$ cat config.mk
export PLATFORM = sky130hd
export DESIGN_NAME = modbus_rtu_frame_receiver_unit_flat
export DESIGN_NICKNAME = d
export VERILOG_FILES = /design/src/hdl/mrfr_pkg.sv /design/src/hdl/mrfr_stream_if.sv /design/src/hdl/mrfr_in_reg.sv /design/src/hdl/mrfr_frame_core.sv /design/src/hdl/modbus_rtu_frame_receiver_unit.sv /design/src/flat_wrapper.sv
export SDC_FILE = /design/constraint.sdc
export NUM_CORES = 1
export LEC_CHECK = 0
export ABC_AREA = 1
export ABC_CLOCK_PERIOD_IN_PS = 4300
export BUFFER_PORTS_ARGS = -buffer_cell sky130_fd_sc_hd__buf_2
export CAP_MARGIN = 20
export CELL_PAD_IN_SITES_DETAIL_PLACEMENT = 1
export CELL_PAD_IN_SITES_GLOBAL_PLACEMENT = 2
export CORE_UTILIZATION = 34
export CTS_BUF_LIST = sky130_fd_sc_hd__clkbuf_8
export DETAILED_ROUTE_END_ITERATION = 8
export GPL_TIMING_DRIVEN = 0
export MAX_ROUTING_LAYER = met4
export PLACE_DENSITY_LB_ADDON = 0.1
export SYNTH_ARGS = -nofsm -noshare
export SYNTH_HDL_FRONTEND = slang
export SYNTH_SLANG_ARGS = --single-unit
$ cat constraint.sdc
create_clock -name clk_i -period 4.3 [get_ports clk_i]
set_input_delay 0.215 -clock clk_i [delete_from_list [all_inputs] [get_ports clk_i]]
set_output_delay 0.215 -clock clk_i [all_outputs]
set_load 0.01 [all_outputs]
$ cat src/hdl/mrfr_pkg.sv
`default_nettype none

package mrfr_pkg;

  // Largest frame (ADU) in bytes, CRC included.
  localparam int unsigned MAX_FRAME_BYTES = 256;

  // Fixed field widths.
  localparam int unsigned ByteW  = 8;
  localparam int unsigned CountW = 9;
  localparam int unsigned CrcW   = 16;

  localparam logic [CrcW-1:0] CrcInit = 16'hFFFF;
  localparam logic [CrcW-1:0] CrcPoly = 16'hA001;

  // Configuration register indexes.
  localparam logic CFG_OWN_ADDRESS  = 1'b0;
  localparam logic CFG_RECEIVE_MODE = 1'b1;

  // Receive modes.
  localparam logic MODE_REQUEST  = 1'b0;
  localparam logic MODE_RESPONSE = 1'b1;

  typedef enum logic [2:0] {
    ST_BUSY   = 3'd0,
    ST_GOOD   = 3'd1,
    ST_BADCRC = 3'd2,
    ST_OTHER  = 3'd3,
    ST_LONG   = 3'd4,
    ST_ABORT  = 3'd5
  } status_e;

  typedef struct packed {
    logic [ByteW-1:0] rx_byte;
    logic             frame_abort;
  } in_item_t;

  typedef struct packed {
    logic [ByteW-1:0]  data_byte;
    logic [ByteW-1:0]  byte_index;
    logic              frame_done;
    status_e           frame_status;
    logic [ByteW-1:0]  function_code;
    logic [CountW-1:0] frame_length;
  } out_item_t;

  // One byte into CRC-16/MODBUS, reflected, least significant bit first.
  function automatic logic [CrcW-1:0] crc_feed(input logic [CrcW-1:0] crc,
                                               input logic [ByteW-1:0] b);
    logic [CrcW-1:0] c;
    c = crc ^ {8'h00, b};
    for (int k = 0; k < 8; k++) begin
      if (c[0]) begin
        c = (c >> 1) ^ CrcPoly;
      end else begin
        c = c >> 1;
      end
    end
    return c;
  endfunction

  // Bytes between the function code and the data, the last being the byte
  // count where the function has one.
  function automatic logic [3:0] meta_count(input logic [ByteW-1:0] fc, input logic mode);
    logic [3:0] m;
    if (mode == MODE_REQUEST) begin
      case (fc) inside
        [8'd0:8'd6]:   m = 4'd4;
        8'd15, 8'd16:  m = 4'd5;
        8'd22:         m = 4'd6;
        8'd23:         m = 4'd9;
        default:       m = 4'd0;
      endcase
    end else begin
      case (fc) inside
        8'd5, 8'd6, 8'd15, 8'd16: m = 4'd4;
        8'd22:                    m = 4'd6;
        default:                  m = 4'd1;
      endcase
    end
    return m;
  endfunction

  // Data bytes still due plus the two CRC bytes.
  function automatic logic [CountW-1:0] data_count(input logic [ByteW-1:0] fc,
                                                   input logic [ByteW-1:0] cnt,
                                                   input logic have_meta,
                                                   input logic mode);
    logic [ByteW-1:0] len;
    len = '0;
    if (have_meta) begin
      if (mode == MODE_REQUEST) begin
        case (fc) inside
          8'd15, 8'd16, 8'd23: len = cnt;
          default:             len = '0;
        endcase
      end else begin
        case (fc) inside
          [8'd0:8'd4], 8'd17, 8'd23: len = cnt;
          default:                   len = '0;
        endcase
      end
    end
    return {1'b0, len} + 9'd2;
  endfunction

endpackage

`default_nettype wire

$ cat src/hdl/mrfr_stream_if.sv
`default_nettype none

interface mrfr_stream_if #(
  parameter type T = logic
);
  logic valid;
  logic ready;
  T     payload;

  modport source (output valid, output payload, input ready);
  modport sink   (input valid, input payload, output ready);
endinterface

`default_nettype wire

$ cat src/hdl/mrfr_in_reg.sv
`default_nettype none

module mrfr_in_reg
  import mrfr_pkg::*;
(
  input  wire logic     clk_i,
  input  wire logic     rst_ni,
  mrfr_stream_if.sink   rx_i,
  mrfr_stream_if.source item_o
);

  logic     valid_q, valid_d;
  in_item_t item_q;
  logic     load;

  // Take a new byte whenever the stage is empty or is being drained.
  assign rx_i.ready = !valid_q || item_o.ready;
  assign load       = rx_i.valid && rx_i.ready;

  always_comb begin
    valid_d = valid_q;
    if (load) begin
      valid_d = 1'b1;
    end else if (item_o.ready) begin
      valid_d = 1'b0;
    end
  end

  always_ff @(posedge clk_i or negedge rst_ni) begin
    if (!rst_ni) begin
      valid_q <= 1'b0;
    end else begin
      valid_q <= valid_d;
    end
  end

  always_ff @(posedge clk_i) begin
    if (load) begin
      item_q <= rx_i.payload;
    end
  end

  assign item_o.valid   = valid_q;
  assign item_o.payload = item_q;

endmodule

`default_nettype wire

$ cat src/hdl/mrfr_frame_core.sv
`default_nettype none

module mrfr_frame_core
  import mrfr_pkg::*;
#(
  parameter int unsigned MaxFrameBytes = MAX_FRAME_BYTES
) (
  input  wire logic             clk_i,
  input  wire logic             rst_ni,
  input  wire logic [ByteW-1:0] own_address_i,
  input  wire logic             receive_mode_i,
  mrfr_stream_if.sink           item_i,
  mrfr_stream_if.source         res_o
);

  localparam logic [CountW:0] MaxLimit = (CountW+1)'(MaxFrameBytes);

  typedef enum logic [1:0] {
    PH_HEADER = 2'd0,
    PH_META   = 2'd1,
    PH_DATA   = 2'd2
  } phase_e;

  phase_e            phase_q, phase_d;
  logic [CountW-1:0] rcv_q, rcv_d;
  logic [CountW-1:0] rem_q, rem_d;
  logic [CrcW-1:0]   crc_q, crc_d;
  logic [CrcW-1:0]   ctail_q, ctail_d;
  logic [CrcW-1:0]   last_q, last_d;
  logic [ByteW-1:0]  addr_q, addr_d;
  logic [ByteW-1:0]  func_q, func_d;

  logic      out_valid_q;
  out_item_t out_q, out_d;
  logic      take;

  assign item_i.ready = !out_valid_q || res_o.ready;
  assign take         = item_i.valid && item_i.ready;

  always_comb begin
    logic [ByteW-1:0]  b;
    logic [CountW-1:0] idx;
    logic [CountW-1:0] rem_dec;
    logic [3:0]        m;
    logic [CountW-1:0] d;
    logic [CountW:0]   total;
    logic [CrcW-1:0]   rx_crc;
    logic              to_data;
    logic              have_meta;
    logic              done;
    status_e           status;

    b         = item_i.payload.rx_byte;
    idx       = rcv_q;
    to_data   = 1'b0;
    have_meta = 1'b0;
    done      = 1'b0;
    status    = ST_BUSY;
    m         = '0;
    d         = '0;
    total     = '0;
    rx_crc    = '0;

    phase_d = phase_q;
    rcv_d   = rcv_q + 9'd1;
    addr_d  = (idx == 9'd0) ? b : addr_q;
    func_d  = (idx == 9'd1) ? b : func_q;
    crc_d   = crc_feed(crc_q, b);
    ctail_d = (idx >= 9'd2) ? crc_feed(ctail_q, last_q[15:8]) : ctail_q;
    last_d  = {last_q[7:0], b};
    rem_dec = (rem_q != '0) ? rem_q - 9'd1 : '0;
    rem_d   = rem_dec;

    if (rem_dec == '0) begin
      case (phase_q)
        PH_META: begin
          to_data   = 1'b1;
          have_meta = 1'b1;
        end
        PH_DATA: begin
          // CRC travels low byte first, so the newest byte is its high half.
          rx_crc = {last_d[7:0], last_d[15:8]};
          done   = 1'b1;
          if (addr_d != own_address_i && addr_d != '0) begin
            status = ST_OTHER;
          end else if (rx_crc == ctail_d) begin
            status = ST_GOOD;
          end else begin
            status = ST_BADCRC;
          end
        end
        default: begin
          m = meta_count(func_d, receive_mode_i);
          if (m != '0) begin
            phase_d = PH_META;
            rem_d   = {5'd0, m};
          end else begin
            to_data = 1'b1;
          end
        end
      endcase
      if (to_data) begin
        d     = data_count(func_d, b, have_meta, receive_mode_i);
        total = {1'b0, rcv_d} + {1'b0, d};
        if (total > MaxLimit) begin
          done   = 1'b1;
          status = ST_LONG;
        end else begin
          phase_d = PH_DATA;
          rem_d   = d;
        end
      end
    end

    out_d.data_byte     = b;
    out_d.byte_index    = idx[ByteW-1:0];
    out_d.frame_done    = done;
    out_d.frame_status  = status;
    out_d.function_code = func_d;
    out_d.frame_length  = done ? rcv_d : '0;

    if (item_i.payload.frame_abort) begin
      out_d.data_byte     = '0;
      out_d.byte_index    = rcv_q[ByteW-1:0];
      out_d.frame_done    = 1'b1;
      out_d.frame_status  = ST_ABORT;
      out_d.function_code = func_q;
      out_d.frame_length  = rcv_q;
      done                = 1'b1;
    end

    // A finished or discarded frame leaves the parser as after reset.
    if (done) begin
      phase_d = PH_HEADER;
      rcv_d   = '0;
      rem_d   = 9'd2;
      crc_d   = CrcInit;
      ctail_d = CrcInit;
      last_d  = '0;
      addr_d  = '0;
      func_d  = '0;
    end
  end

  always_ff @(posedge clk_i or negedge rst_ni) begin
    if (!rst_ni) begin
      phase_q     <= PH_HEADER;
      rcv_q       <= '0;
      rem_q       <= 9'd2;
      crc_q       <= CrcInit;
      ctail_q     <= CrcInit;
      last_q      <= '0;
      addr_q      <= '0;
      func_q      <= '0;
      out_valid_q <= 1'b0;
    end else begin
      if (take) begin
        phase_q <= phase_d;
        rcv_q   <= rcv_d;
        rem_q   <= rem_d;
        crc_q   <= crc_d;
        ctail_q <= ctail_d;
        last_q  <= last_d;
        addr_q  <= addr_d;
        func_q  <= func_d;
      end
      if (take) begin
        out_valid_q <= 1'b1;
      end else if (res_o.ready) begin
        out_valid_q <= 1'b0;
      end
    end
  end

  always_ff @(posedge clk_i) begin
    if (take) begin
      out_q <= out_d;
    end
  end

  assign res_o.valid   = out_valid_q;
  assign res_o.payload = out_q;

endmodule

`default_nettype wire

$ cat src/hdl/modbus_rtu_frame_receiver_unit.sv
// Modbus RTU frame receiver with CRC-16/MODBUS check.
// Bytes from the UART enter on rx_i (valid/ready); every accepted transfer
// yields exactly one result transfer on res_o, carrying the byte, its place
// in the frame, the function code and, on the last byte of a frame, the
// outcome: good, bad CRC, other address or too long. An item with
// frame_abort set stands for an inter-byte timeout: it discards the partial
// frame and reports status aborted with the count of discarded bytes.
// own_address and receive_mode are written via cfg_we_i, cfg_idx_i and cfg_data_i;
// the user must do so only while no frame is in flight; the block does not enforce it.
// A byte taken on rx_i passes the input register and then the result
// register before it is shown on res_o.
// One byte is taken per cycle while res_o.ready stays high, since the CRC is
// updated a byte at a time by the logic between the input and result registers.
// The input register and the result register each hold one item, so a new
// byte is still taken while a finished result waits for the receiver; when
// both are full, rx_i.ready drops until res_o.ready returns.
// Reset empties both registers, returns the parser to the start of a frame
// and sets own_address to 1 and receive_mode to responses.
`default_nettype none

module modbus_rtu_frame_receiver_unit
  import mrfr_pkg::*;
#(
  parameter int unsigned MaxFrameBytes = MAX_FRAME_BYTES
) (
  input  wire logic             clk_i,
  input  wire logic             rst_ni,
  input  wire logic             cfg_we_i,
  input  wire logic             cfg_idx_i,
  input  wire logic [ByteW-1:0] cfg_data_i,
  mrfr_stream_if.sink           rx_i,
  mrfr_stream_if.source         res_o
);

  logic [ByteW-1:0] own_address_q;
  logic             receive_mode_q;

  // Configuration registers; a write lands on the edge its enable is high.
  always_ff @(posedge clk_i or negedge rst_ni) begin
    if (!rst_ni) begin
      own_address_q  <= 8'd1;
      receive_mode_q <= MODE_RESPONSE;
    end else if (cfg_we_i) begin
      case (cfg_idx_i)
        CFG_OWN_ADDRESS:  own_address_q  <= cfg_data_i;
        CFG_RECEIVE_MODE: receive_mode_q <= cfg_data_i[0];
        default: ;
      endcase
    end
  end

  // Registered input byte between the UART side and the parser.
  mrfr_stream_if #(.T(in_item_t)) item_if ();

  mrfr_in_reg u_in_reg (
    .clk_i  (clk_i),
    .rst_ni (rst_ni),
    .rx_i   (rx_i),
    .item_o (item_if)
  );

  // Frame parser and CRC check, writing the result register.
  mrfr_frame_core #(
    .MaxFrameBytes (MaxFrameBytes)
  ) u_core (
    .clk_i          (clk_i),
    .rst_ni         (rst_ni),
    .own_address_i  (own_address_q),
    .receive_mode_i (receive_mode_q),
    .item_i         (item_if),
    .res_o          (res_o)
  );

endmodule

`default_nettype wire

$ cat src/flat_wrapper.sv
// flat-port wrapper written by rule: the top's interface ports become plain ports
module modbus_rtu_frame_receiver_unit_flat import mrfr_pkg::*;
#(
  parameter int unsigned MaxFrameBytes = MAX_FRAME_BYTES
)
  (clk_i, rst_ni, cfg_we_i, cfg_idx_i, cfg_data_i, rx_i_valid, rx_i_payload, rx_i_ready, res_o_valid, res_o_payload, res_o_ready);
  mrfr_stream_if #(.T(in_item_t)) rx_i_i ();
  mrfr_stream_if #(.T(out_item_t)) res_o_i ();
  input  wire logic clk_i;
  input  wire logic rst_ni;
  input  wire logic cfg_we_i;
  input  wire logic cfg_idx_i;
  input  wire logic [ByteW-1:0] cfg_data_i;
  input wire logic [$bits(rx_i_i.valid)-1:0] rx_i_valid;
  input wire logic [$bits(rx_i_i.payload)-1:0] rx_i_payload;
  output wire logic [$bits(rx_i_i.ready)-1:0] rx_i_ready;
  output wire logic [$bits(res_o_i.valid)-1:0] res_o_valid;
  output wire logic [$bits(res_o_i.payload)-1:0] res_o_payload;
  input wire logic [$bits(res_o_i.ready)-1:0] res_o_ready;
  assign rx_i_i.valid = rx_i_valid;
  assign rx_i_i.payload = rx_i_payload;
  assign rx_i_ready = rx_i_i.ready;
  assign res_o_valid = res_o_i.valid;
  assign res_o_payload = res_o_i.payload;
  assign res_o_i.ready = res_o_ready;
  modbus_rtu_frame_receiver_unit #(.MaxFrameBytes(MaxFrameBytes)) u_core (.clk_i(clk_i), .rst_ni(rst_ni), .cfg_we_i(cfg_we_i), .cfg_idx_i(cfg_idx_i), .cfg_data_i(cfg_data_i), .rx_i(rx_i_i), .res_o(res_o_i));
endmodule
# --- Word level (Yosys, flattened, before mapping) ---
# Cells that the tools add are included.
# Widths: inputs -> output; s select.
word_totals:
  input_bits: 23
  reg_bits: 125
  elab_cells: 144
  out_inout_bits: 39
op_classes:
  n_eq_ne: 12
  n_addsub: 4
  bitwise: 11
  n_lt_le_gt_ge: 5
  n_mux: 66
  reduce_logical: 26
ops:
  columns: ["operator", "count"]
  rows:
  - ["$mux 16", 11]
  - ["$mux 9", 9]
  - ["$mux 8", 10]
  - ["$eq 8x5->1 const B", 4]
  - ["$mux 4", 7]
  - ["$not 2->3", 8]
  - ["$logic_not 9->1", 2]
  - ["$mux 2", 9]
  - ["$mux 17", 1]
  - ["$eq 16x16->1", 1]
  - ["$eq 8x3->1 const B", 2]
  - ["$le 8x3->1 const B", 2]
  - ["$xor 16x8->16", 1]
  - ["$mux 3", 5]
  - ["$mux 1", 13]
  - ["$add 9x9->10", 1]
  - ["$gt 10x9->1 const B", 1]
  - ["$add 8x2->9 const B", 1]
  - ["$add 9x1->9 const B", 1]
  - ["$eq 9x1->1 const B", 1]
  - ["$ge 9x2->1 const B", 1]
  - ["$reduce_bool 9->1", 1]
  - ["$sub 9x1->9 const B", 1]
  - ["$eq 8x4->1 const B", 1]
  - ["16 further kinds", 30]

# --- Depth between registers and ports, before layout ---
logic_depth:
  ltp_word: 25
  mapped_depth: 39
  mapped_depth_nobuf: 37

# --- Modules after synthesis ---
# A second synthesis with hierarchy kept.
hier_totals:
  cells_unflattened: 836
  area_unflattened_um2: 7196.9
by_module_without_submodules:
  columns: ["mod", "instances", "cells_each", "seq_area_each_um2", "area_per_inst_um2"]
  rows:
  - ["mrfr_frame_core", 1, 781, 2859.0, 6511.2]
  - ["modbus_rtu_frame_receiver_unit", 1, 40, 227.7, 370.4]
  - ["mrfr_in_reg", 1, 15, 295.3, 315.3]

# --- Worst setup path after synthesis ---
# OpenSTA, ideal clock, no wires.
synth_path:
  path_type: "reg2reg"
  from: "register u_core.u_core.rcv_q[1]"
  to: "register u_core.u_core.addr_q[7]"
  setup_ns: 0.193
  synth_period_minus_slack_ns: 4.591
  setup_slack_ns: -0.291
  path_stages_with_launch: 37
  t_required_ns: 4.107
  arrival_ns: 4.398
  path_buffers: 3
  path_cell_list: "dfrtp_1 > inv_1 > ha_1 > nand2_1 > nor2_4 > buf_6 > nand3_1 > nand2_1 > nand2_1 > nor2_2 > nand2_1 > nand3_1 > nand2_1 > nand2_2 > nand3_1 > inv_1 > ha_1 > nand4_1 > o21bai_1 > and2_1 > ha_1 > nand2_1 > inv_1 > a221oi_1 > nand2_1 > nand2_1 > nand2_1 > nand3_1 > nand2_1 > nand3_1 > nand3_4 > nand3_2 > nand2_2 > nand2_4 > buf_6 > buf_6 > o22ai_2"
synth_between:
  elab_chain_len: 18
  elab_cells_between_ends: 48
  cone_classes: "add/sub: 3; order compare: 4; eq/ne: 8; mux: 25; reduce/logical: 8"
synth_lines:
  columns: ["item", "line", "rtl"]
  rows:
  - ["start, declared", "mrfr_frame_core.sv:25", "logic [CountW-1:0] rcv_q, rcv_d;"]
  - ["start signal, assigned", "mrfr_frame_core.sv:159", "rcv_q <= rcv_d;"]
  - ["$eq 9x1->1", "mrfr_frame_core.sv:67", "func_d = (idx == 9'd1) ? b : func_q;"]
  - ["$mux 8", "mrfr_frame_core.sv:67", null]
  - ["$ge 8x1->1 (not written as such) (tied with other cells)", "mrfr_frame_core.sv:93, mrfr_frame_core.sv:103", null]
  - ["$logic_and 1x1->1 (not written as such) or $mux 4 (tied branches)", "mrfr_frame_core.sv:103, mrfr_pkg.sv:67", null]
  - ["$reduce_or 3->1 or $mux 4 (tied branches)", "mrfr_pkg.sv:98, mrfr_pkg.sv:67", null]
  - ["$mux 8 or $mux 4 (tied branches)", "mrfr_pkg.sv:98, mrfr_pkg.sv:67", null]
  - ["$mux 8 or $mux 4 (tied branches)", "mrfr_pkg.sv:92, mrfr_pkg.sv:67", null]
  - ["$mux 8 or $mux 4 (tied branches)", "mrfr_pkg.sv:91, mrfr_pkg.sv:66", null]
  - ["(+2 left out)", null, null]
  - ["$add 8x2->9 or $reduce_bool 4->1 (tied branches)", "mrfr_pkg.sv:104, mrfr_frame_core.sv:94", null]
  - ["$add 9x9->10 or $mux 1 (tied branches)", "mrfr_frame_core.sv:104, mrfr_frame_core.sv:94", null]
  - ["$gt 10x9->1 or $pmux 1 s2 (tied branches)", "mrfr_frame_core.sv:105, mrfr_frame_core.sv:75", null]
  - ["$mux 1, on equally long branches", "mrfr_frame_core.sv:105, mrfr_frame_core.sv:74", null]
  - ["$mux 1", "mrfr_frame_core.sv:102", "if (to_data) begin"]
  - ["$mux 1", "mrfr_frame_core.sv:74", "if (rem_dec == '0) begin"]
  - ["$mux 1", "mrfr_frame_core.sv:122", "if (item_i.payload.frame_abort) begin"]
  - ["$mux 8 *", "mrfr_frame_core.sv:133", "if (done) begin"]
  - ["end signal, assigned", "mrfr_frame_core.sv:164", "addr_q <= addr_d;"]
  - ["end, declared", "mrfr_frame_core.sv:30", "logic [ByteW-1:0] addr_q, addr_d;"]
# Mark *: on every way between the ends. The rest lies on a longest branch, timed or not. The select of a mux whose other input is x is not followed.
# A chain may end at the register's enable or synchronous reset.

==> impl_metrics.toml <==
[outcome]
status = "finished with violations"
failed_checks = "negative setup slack"

[timing]
fmax_mhz = 206
rsz0062_at_grt = "true"
fin_tns_setup_ps = -36150
hold_violations = 0
slew_violations = 0
period_share_pct = 113
setup_ws_ps = -546
period_needed_ps = 4850
worst_pin_slew_ps = 979
timing.hold.ws_ps = 195
clock_skew_ps = 15.7
finalSetupViolCount = 81
relSlewSlack_pct = 34.5

[critical_path]
cp.arrival_ps = 5120
cp_common_cell = "nand2_4"
cp_slowest_cell = "dfrtp_2"
critPathMaxStageDelay_ps = 430
crit_type = "reg -> reg"
cp_max_fo = 6
critPathCaptureType = "flop"
required_ps = 4570
cp-start-kind = "flop"

[clock_network]
cts_sinks = 125
clk_pin_slew_ps = 90
cts_buffers = 17
clk_latency_ps = 460
cts_buffer_depth = 2
root_buffer = "clkbuf_8"
cts_tree = "yes"
cts_htree_levels = 4

[power_and_ir_drop]
seq_power_share_pct = 23.8
internal_power_mw = 4.11
leakagePower_nw = 4.68
combPwrFrac_pct = 63.4
powerDensity_nw_per_um2 = 775
irDropWorstVdd_uv = 335
power_mw = 8.01
switchingPower_mw = 3.90
p_sw_share_pct = 48.7
clockPowerShare_pct = 12.8

[place]
place_hpwl_um = 16900
place_ws_ps = -1120
port_buffers = 61
dp.cells = 1191
place_area_um2 = 8090
gp_congestion = 0.837

[cells_and_area]
drive_gt1_share_pct = 38.9
nets = 1103
layout_common_cells = "nand2_1, inv_1, buf_4"
stdcell_count = 1350
fin_util_pct = 49.0
design_area_um2 = 10300
mostFrequentLayoutCell = "nand2_1"
area.growth.synth_to_final_pct = 41.2
diodes = 0

[route]
drtIter0Drc = 255
first_pass_iters = 5
drc_errors = 0
final_antenna_net_count = 0
wirelength_um = 26200
wl_per_cell_um = 19.4
viasPerCell = 5.00
dr_total_vias = 6754

[floorplanning]
dieWidth_um = 149
rows = 53
floorplan.initialDensity_pct = 34.7
core_um2 = 21100
pin_count = 62
dieArea_um2 = 22100
die_h_um = 149

[grt]
grt_use_met1_pct = 31.1
grt_start_max_net_pins = 60
grt_pass1_vias = 7125
grt_use_met2_pct = 41.4
grt-busiest-layer = "met2"
antenna_found_initial = 0
grt.total_usage_pct = 24.8
met3_usage_pct = 3.25
grt_pass1_wl_um = 39700
grt_overflow = 0

[synth]
ys.warnings.count = 0
synth_area_um2 = 7320
synth_edf_count = 46
avgSynthCellArea_um2 = 8.58
synth_cell_types = 45
syn_inst = 853
ys.flop_type = "dfrtp_1"
ys_seq_area_share_pct = 46.2
synth_async_sr_flop_share_pct = 63.2
ys_ff_latch = 125
synth_nets = 894

[flow_run]
drv_cap = 0

[hold_path]
hold_class = "in -> async"
final timing paths:
path / slack [ps] / cells past startpoint / startpoint / endpoint
worst min-delay path: 190 / 2 / rst_ni / u_core.u_core.last_q[9]
min in group clk_i: 280 / 4 / cfg_we_i / u_core.own_address_q[0]
worst max register to register: -550 / 35 / u_core.u_core.rcv_q[1] / u_core.u_core.res_o.payload[1]
max in group asynchronous: 3430 / 3 / rst_ni / u_core.u_core.rem_q[1]
worst max-delay path: -550 / 35 / u_core.u_core.rcv_q[1] / u_core.u_core.res_o.payload[1]
worst min register to register: 490 / 2 / u_core.u_core.rem_q[2] / u_core.u_core.rem_q[2]
cell usage after synthesis, types with 2 or more instances:
cell type    n  area (µm²)
nand4_1     13        81.3
nor3_2       2        20.0
o22ai_2     10         125
and2_1       2        12.5
nand3_1     56         280
o22ai_1     30         188
mux2_2       7        78.8
inv_2       11        41.3
buf_6        5        56.3
buf_2        5        25.0
nand3_2      4        40.0
a31oi_1      3        18.8
dfstp_2     19         499
nor2_2       2        12.5
nand2_1    186         698
dfrtp_1     60        1500
ha_1        17         213
or2_2        8        50.1
o21ai_0     50         250
xnor2_1     19         166
nor2_4       2        22.5
inv_1      100         375
xor2_1      33         289
nand2_4      2        22.5
o21ai_1      7        35.0
a21oi_4     10         163
edfxtp_1    46        1380
nor3_1       9        45.0
a21oi_1     17        85.1
nand2_2     12        75.1
nor2_1      80         300
clkbuf_1    13        48.8
state kept, by name, indices dropped and copies added, names as in the netlist:
| register | flops |
|---|---|
| u_core.u_core.res_o.payload | 37 |
| u_core.u_core.ctail_q | 16 |
| u_core.u_in_reg.item_o.payload | 9 |
| u_core.u_core.rem_q | 9 |
| u_core.own_address_q | 8 |
| u_core.u_core.func_q | 8 |
| u_core.u_core.last_q | 16 |
| u_core.receive_mode_q | 1 |
| u_core.u_core.rcv_q | 9 |
| u_core.u_core.phase_q | 2 |
| u_core.u_core.addr_q | 8 |
| u_core.u_core.res_o.valid | 1 |
| u_core.u_in_reg.item_o.valid | 1 |
repair_timing:
item	CTS	global route
hold buffers	22	0
pin swaps	36	40
gates resized for setup	94	95
setup endpoints to repair	81	81
setup buffers	76	31
gates cloned	5	0
endpoints found under the hold margin	40	0
worst max-delay path, delay by kind of cell (launching register included):
family	cells	cell delay, ps
DFF	1	430
buffers and inverters	5	590
AOI/OAI and AO/OA	3	730
adders and majority gates	3	490
and+or+nand+nor	24	2380
routing by layer:
layer | wire [µm] | part of all wire, % | vias up
met2 | 13100 | 50 | 138
li1 | - | - | 3228
met5 | 0 | 0 | -
met4 | 560 | 2.1 | 0
met1 | 11700 | 45 | 3351
met3 | 804 | 3.1 | 37
power groups by stage:
stage	sequential (mW)	clock [mW]	combinational, mW
final	1.91	1.02	5.08
after detailed placement	1.93	0	3.82
after floorplan	1.90	0	2.86
after global placement	1.91	0	3.70
after global routing	1.95	1.09	5.53
after CTS	1.90	1.05	4.38
kinds of logic (layout without fill, tap and decap cells):
logic type	after synthesis	count (layout)	synth area share, %
simple gates	383	384	23.3
buf+inv	137	358	7.78
compound gates	131	131	12.2
flops	125	125	46.2
xor+xnor	52	52	6.22
fa+ha+maj	18	18	3.18
mux	7	7	1.08
area by class of cell:
type                       instances  area [µm²]
timing repair buffer             190        1470
multi-input combinational        592        4150
inverter                         112         425
clock inverter                    15         140
tap                              275         344
fill                            2437       10800
buffer                            24         184
sequential                       125        3390
clock buffer                      17         234
(Power assumes the default switching activity.)
